## src/rtl/core/rssw_pkg.sv

```systemverilog
// Shared types, constants and helper functions for the request statistics core.
package rssw_pkg;

  localparam int BUCKETS_DEF        = 60;
  localparam int DEFAULT_WINDOW_DEF = 5;
  localparam int TIME_BITS_DEF      = 32;

  localparam int IN_TDATA_W  = 56;
  localparam int OUT_TDATA_W = 544;

  localparam int CTR_W     = 64;
  localparam int NUM_SLOTS = 9;
  localparam int SLOT_W    = 4;

  localparam logic [SLOT_W-1:0] SLOT_UNKNOWN = 4'd8;

  localparam logic [7:0] CODE_READ_COILS      = 8'h01;
  localparam logic [7:0] CODE_READ_DISCRETE   = 8'h02;
  localparam logic [7:0] CODE_READ_HOLDING    = 8'h03;
  localparam logic [7:0] CODE_READ_INPUT      = 8'h04;
  localparam logic [7:0] CODE_WRITE_COIL      = 8'h05;
  localparam logic [7:0] CODE_WRITE_REGISTER  = 8'h06;
  localparam logic [7:0] CODE_WRITE_COILS     = 8'h0F;
  localparam logic [7:0] CODE_WRITE_REGISTERS = 8'h10;

  typedef enum logic [1:0] {
    CMD_RECORD = 2'd0,
    CMD_TICK   = 2'd1,
    CMD_QUERY  = 2'd2,
    CMD_CLEAR  = 2'd3
  } cmd_t;

  function automatic logic [SLOT_W-1:0] slot_of_code(input logic [7:0] code);
    logic [SLOT_W-1:0] slot;
    case (code)
      CODE_READ_COILS:      slot = 4'd0;
      CODE_READ_DISCRETE:   slot = 4'd1;
      CODE_READ_HOLDING:    slot = 4'd2;
      CODE_READ_INPUT:      slot = 4'd3;
      CODE_WRITE_COIL:      slot = 4'd4;
      CODE_WRITE_REGISTER:  slot = 4'd5;
      CODE_WRITE_COILS:     slot = 4'd6;
      CODE_WRITE_REGISTERS: slot = 4'd7;
      default:              slot = SLOT_UNKNOWN;
    endcase
    return slot;
  endfunction

endpackage

```

## src/rtl/core/rssw_ram.sv

```systemverilog
// Generic simple dual-port RAM with one write port and one registered read port.
module rssw_ram #(
  parameter int WIDTH = rssw_pkg::CTR_W,
  parameter int DEPTH = rssw_pkg::BUCKETS_DEF
) (
  input  logic                     clk,
  input  logic                     we,
  input  logic [$clog2(DEPTH)-1:0] waddr,
  input  logic [WIDTH-1:0]         wdata,
  input  logic                     re,
  input  logic [$clog2(DEPTH)-1:0] raddr,
  output logic [WIDTH-1:0]         rdata
);

  logic [WIDTH-1:0] mem [DEPTH];

  always_ff @(posedge clk) begin
    if (we) begin
      mem[waddr] <= wdata;
    end
    if (re) begin
      rdata <= mem[raddr];
    end
  end

endmodule
```

## config.mk

```make
export PLATFORM = sky130hd
export DESIGN_NAME = rssw_ram
export DESIGN_NICKNAME = d
export VERILOG_FILES = /design/src/rtl/core/rssw_pkg.sv /design/src/rtl/core/rssw_ram.sv
export SDC_FILE = /design/constraint.sdc
export NUM_CORES = 2
export LEC_CHECK = 0
export BUFFER_PORTS_ARGS = -buffer_cell sky130_fd_sc_hd__buf_2
export CORE_MARGIN = 2
export CORE_UTILIZATION = 50
export DETAILED_ROUTE_END_ITERATION = 10
export MAX_ROUTING_LAYER = met4
export PLACE_DENSITY_LB_ADDON = 0.12
export REMOVE_ABC_BUFFERS = 1
export SLEW_MARGIN = 5
export SYNTH_ARGS = -nofsm -noshare
export SYNTH_HDL_FRONTEND = slang
export SYNTH_SLANG_ARGS = --single-unit
```

## constraint.sdc

```tcl
create_clock -name clk -period 8.25 [get_ports clk]
set_clock_uncertainty 0.15 [all_clocks]
set_input_delay 0.4125 -clock clk [delete_from_list [all_inputs] [get_ports clk]]
set_output_delay 0.4125 -clock clk [all_outputs]
set_load 0.005 [all_outputs]
```

Word level (Yosys, flattened, before mapping). Memories as Yosys holds them, arrays and structs flattened. A register that Yosys moved wholly into a read port is not among the register bits. Index checks and enable logic that the tools add are counted. W data, S select, Z words.

Register bits after elaboration: 0. Memory bits (writable): 3840. Input port bits: 79. Output and inout port bits: 64. Word-level logic and storage cells: 3. Memories kept: 1.

Memory list: mem (depth 60, width 64, read ports 1, clocked after Yosys merged registers in 1, wr ports 1, line rssw_ram.sv:15) `logic [WIDTH-1:0] mem [DEPTH];`.

Muxes and demuxes: 2.

Operator list (number): $mux W1 (2).

Logic depth before layout (Yosys ltp).
Depth after elaboration: 2. Mapped depth: 10. Depth with buffers taken out: 5.

Worst setup path after synthesis. OpenSTA, ideal clock, no wires.

Path type: in2reg. From: input port waddr[4]. To: memory mem[32][0] in the netlist's numbering, enable pin. Library setup time: 564 ps. Arrival time: 5237 ps. Data required time: 7536 ps. Path slack: 2298 ps. Stages on the path: 4. Path buffers: 1. Cell sequence: clkbuf_1 > nor2_1 > nand4b_1 > nor3_1.

RTL lines: start: declaration (line rssw_ram.sv:8) `input logic [$clog2(DEPTH)-1:0] waddr,`; end: declaration (line rssw_ram.sv:15).

Straight into the memory's write port.

Worst setup path in the final report.
From: input port waddr[0]. To: memory mem[6][15] in the netlist's numbering, enable pin.

Straight into the memory's write port.

==> impl_results.md <==
* CP max FO at 28
* Met2 Usage GRT at 0.445
* WHS Endpoint: mem[7][12]
* Gpl congestion at 0.779
* Clock latency on the worst-skew pair at 980 ps
* Most frequent cells in the layout: 3904 x edfxtp_1, 978 x mux4_2, 397 x clkbuf_16
* Final nets at 6695
* Critical Path RT at 8690 ps
* Clk sinks at 3904
* Finish-stage setup viols at 0
* Root Buffer: clkbuf_16
* Initial antenna violation count at 22
* Ys Warns at 0
* Reg2reg setup slack at 5940 ps
* Static Leak at 51.8 nW
* Layout cell share with drive strength beyond 1 at 0.280
* Port Buffer Count at 142
* Cells after synthesis at between 6000 and 7000
* Area growth syn-to-layout at 13.0%
* Flops & latches, synth at 3904
* Met3 usage at 0.0425
* Grt total ovfl at 0
* Failing checks: design-rule violations
* Setup ws final at around 4600 ps
* Crit end category: flip-flop
* Die height at around 550 um
* Cell mode on critical path: buf_4
* Number of synthesized flops with an enable pin at 3904
* Count of cells along the worst hold path at 1
* Pwr Density at 248 mW/mm^2
* Post-detail-place hpwl at 208000 um
* Finished Core Util at 0.568
* Die Area at 0.300 mm^2
* Worst hold path class: in2reg
* Residual DRC count at 26
* Worst-path clk slew at 60 ps
* Vias at 71045
* Post-synth cell types at 41
* Synthesized cell area at 0.148 mm^2
* Global-route wire length before repair at 571000 um
* Crit Path Class: in2reg
* Dpl cells at 10105
* Initial Util at 0.502
* Max Slew Vio Count at 0
* Peak supply drop at 0.000194 V
* R2R depth at 5
* Die Width at 547 um
* WHS at 20.7 ps
* Pin count of the biggest net entering global routing at approximately 120
* Syn Area/Cell at roughly 24 um^2
* Setup crit start kind: input pin
* Vias in the first global route at 71042
* CTS buffer count at roughly 390
* Post-synthesis sequential area ratio at 0.794
* CP Launch Point: waddr[0]
* Setup WS pre-CTS at 4080 ps
* Layout Cells excl Fill at 10867
* Core footprint at 0.294 mm^2
* Crit path buf inv count at 4
* Most common cell after layout, fill and taps aside: edfxtp_1
* Worst slew pin tran at 1360 ps
* CTS tree: done
* Asr flop ratio synth at 0
* Register Area at 0.117 mm^2
* TNS Setup at 0 ps
* RSZ-0062 raised after global routing: no
* Antenna Nets Post-Route at 0
* Grt met1 use at 0.394
* DRT iter0 DRCs at 9243
* RR Startpoint: mem[26][52]
* Rows at 199
* Slowest CP cell: nor2_4
* Via-to-Cell Ratio at 6.54
* Largest stage delay on the critical path at approximately 950 ps
* CP arrival at 4100 ps
* GRT Resource Usage Total at 0.284
* Reg2reg end: rdata[52]
* Peak Freq at 273 MHz
* Max_slew headroom at 0.0934
* DR WL/cell at 38.0 um
* Area of the multi-input gates at just under 0.03 mm^2
* IO Pins at 143
* Final WL at around 410000 um
* Busiest layer in global routing: met2
* Post-CTS setup buffer count at 0
* MaxCap Viol Count at 0
* Fin. Hold Viols at 0
* Most used DFF post-synth: edfxtp_1
* CTS Buffer Depth at 4
* Crit-path cells: dlygate4sd3_1, buf_2, nor2b_1, nand3_1, nor2_4, buf_4, buf_4
* Final Cycle Share at 0.444
* Delay-heaviest family, CP: buffers and inverters
* First-pass iteration count of the detailed router at 9
* H-Tree Depth at 5
* Fill cells at 21444
* Crit path time final at 3660 ps
* Status: finished with violations
* Hold Startpoint: wdata[12]
## cell usage after synthesis (19+ instances only)
cell	count	area, um^2
a211oi_1	36	270
a21oi_1	122	611
a221oi_1	21	184
a22oi_1	139	1040
buf_1	22	82.6
buf_2	106	531
buf_4	45	338
buf_6	19	214
clkbuf_1	151	567
edfxtp_1	3904	117000
mux2_2	32	360
mux2i_1	161	1610
mux4_2	978	22000
nand2_1	85	319
nand3_1	21	105
nor2_1	101	379
o21ai_0	41	205
o21ai_1	43	215
o221ai_1	32	280
o22ai_1	37	231
## per-stage QoR
stage               area [um^2]  total power [mW]
floorplan                146000              23.3
global placement         154000              24.3
detailed placement       154000              24.4
CTS                      167000              41.6
global route             167000              42.4
finish                   167000              41.4
## sequential cells by signal, summed over array words and instances (netlist names)
name,flops
mem,3840
rdata,64
## layout make-up
type                            instances  share of cell area
Sequential cell                      3904               0.703
Multi-Input combinational cell       1960               0.175
Clock buffer                          486              0.0616
Tap cell                             3919              0.0294
Timing Repair Buffer                  358              0.0173
Clock inverter                        227              0.0134
Antenna cell                           13            0.000195
## how the worst max path moves through the flow
stage	endpoint	slack [ps]	cells past startpoint
after floorplan	mem[32][0]	2460	3
after global placement	rdata[15]	4050	7
after detailed placement	rdata[20]	4080	7
after CTS	mem[6][59]	4620	7
after global routing	mem[6][6]	4550	7
final	mem[6][15]	4590	7
## timing repair
action / in CTS / in global routing
gates resized for setup: 0 / 0
hold buffers: 36 / 0
endpoints found under the hold margin: 1030 / 0
## power breakdown
group / switching, mW / internal (mW)
sequential: 0.0683 / 22.0
clock: 7.55 / 9.87
combinational: 1.17 / 0.685
## worst register-to-register path, delay by kind of cell, from the launching register on
kind,cells,cell delay [ps]
AND/OR/NAND/NOR,1,130
multiplexers,2,950
flip-flops,1,370
AO/OA/AOI/OAI,2,460
## routing by layer
layer	wire (um)	vias up
li1	-	27650
met3	33900	668
met5	0	-
met4	12400	0
met1	164000	39366
met2	202000	3361
## kinds of logic after synthesis
group / count (synthesis) / share of synthesized area
flops: 3904 / 0.794
mux: 1171 / 0.163
simple gates: 263 / 0.00783
compound gates: 526 / 0.0237
buf+inv: 344 / 0.0118
(Power assumes the default switching activity.)
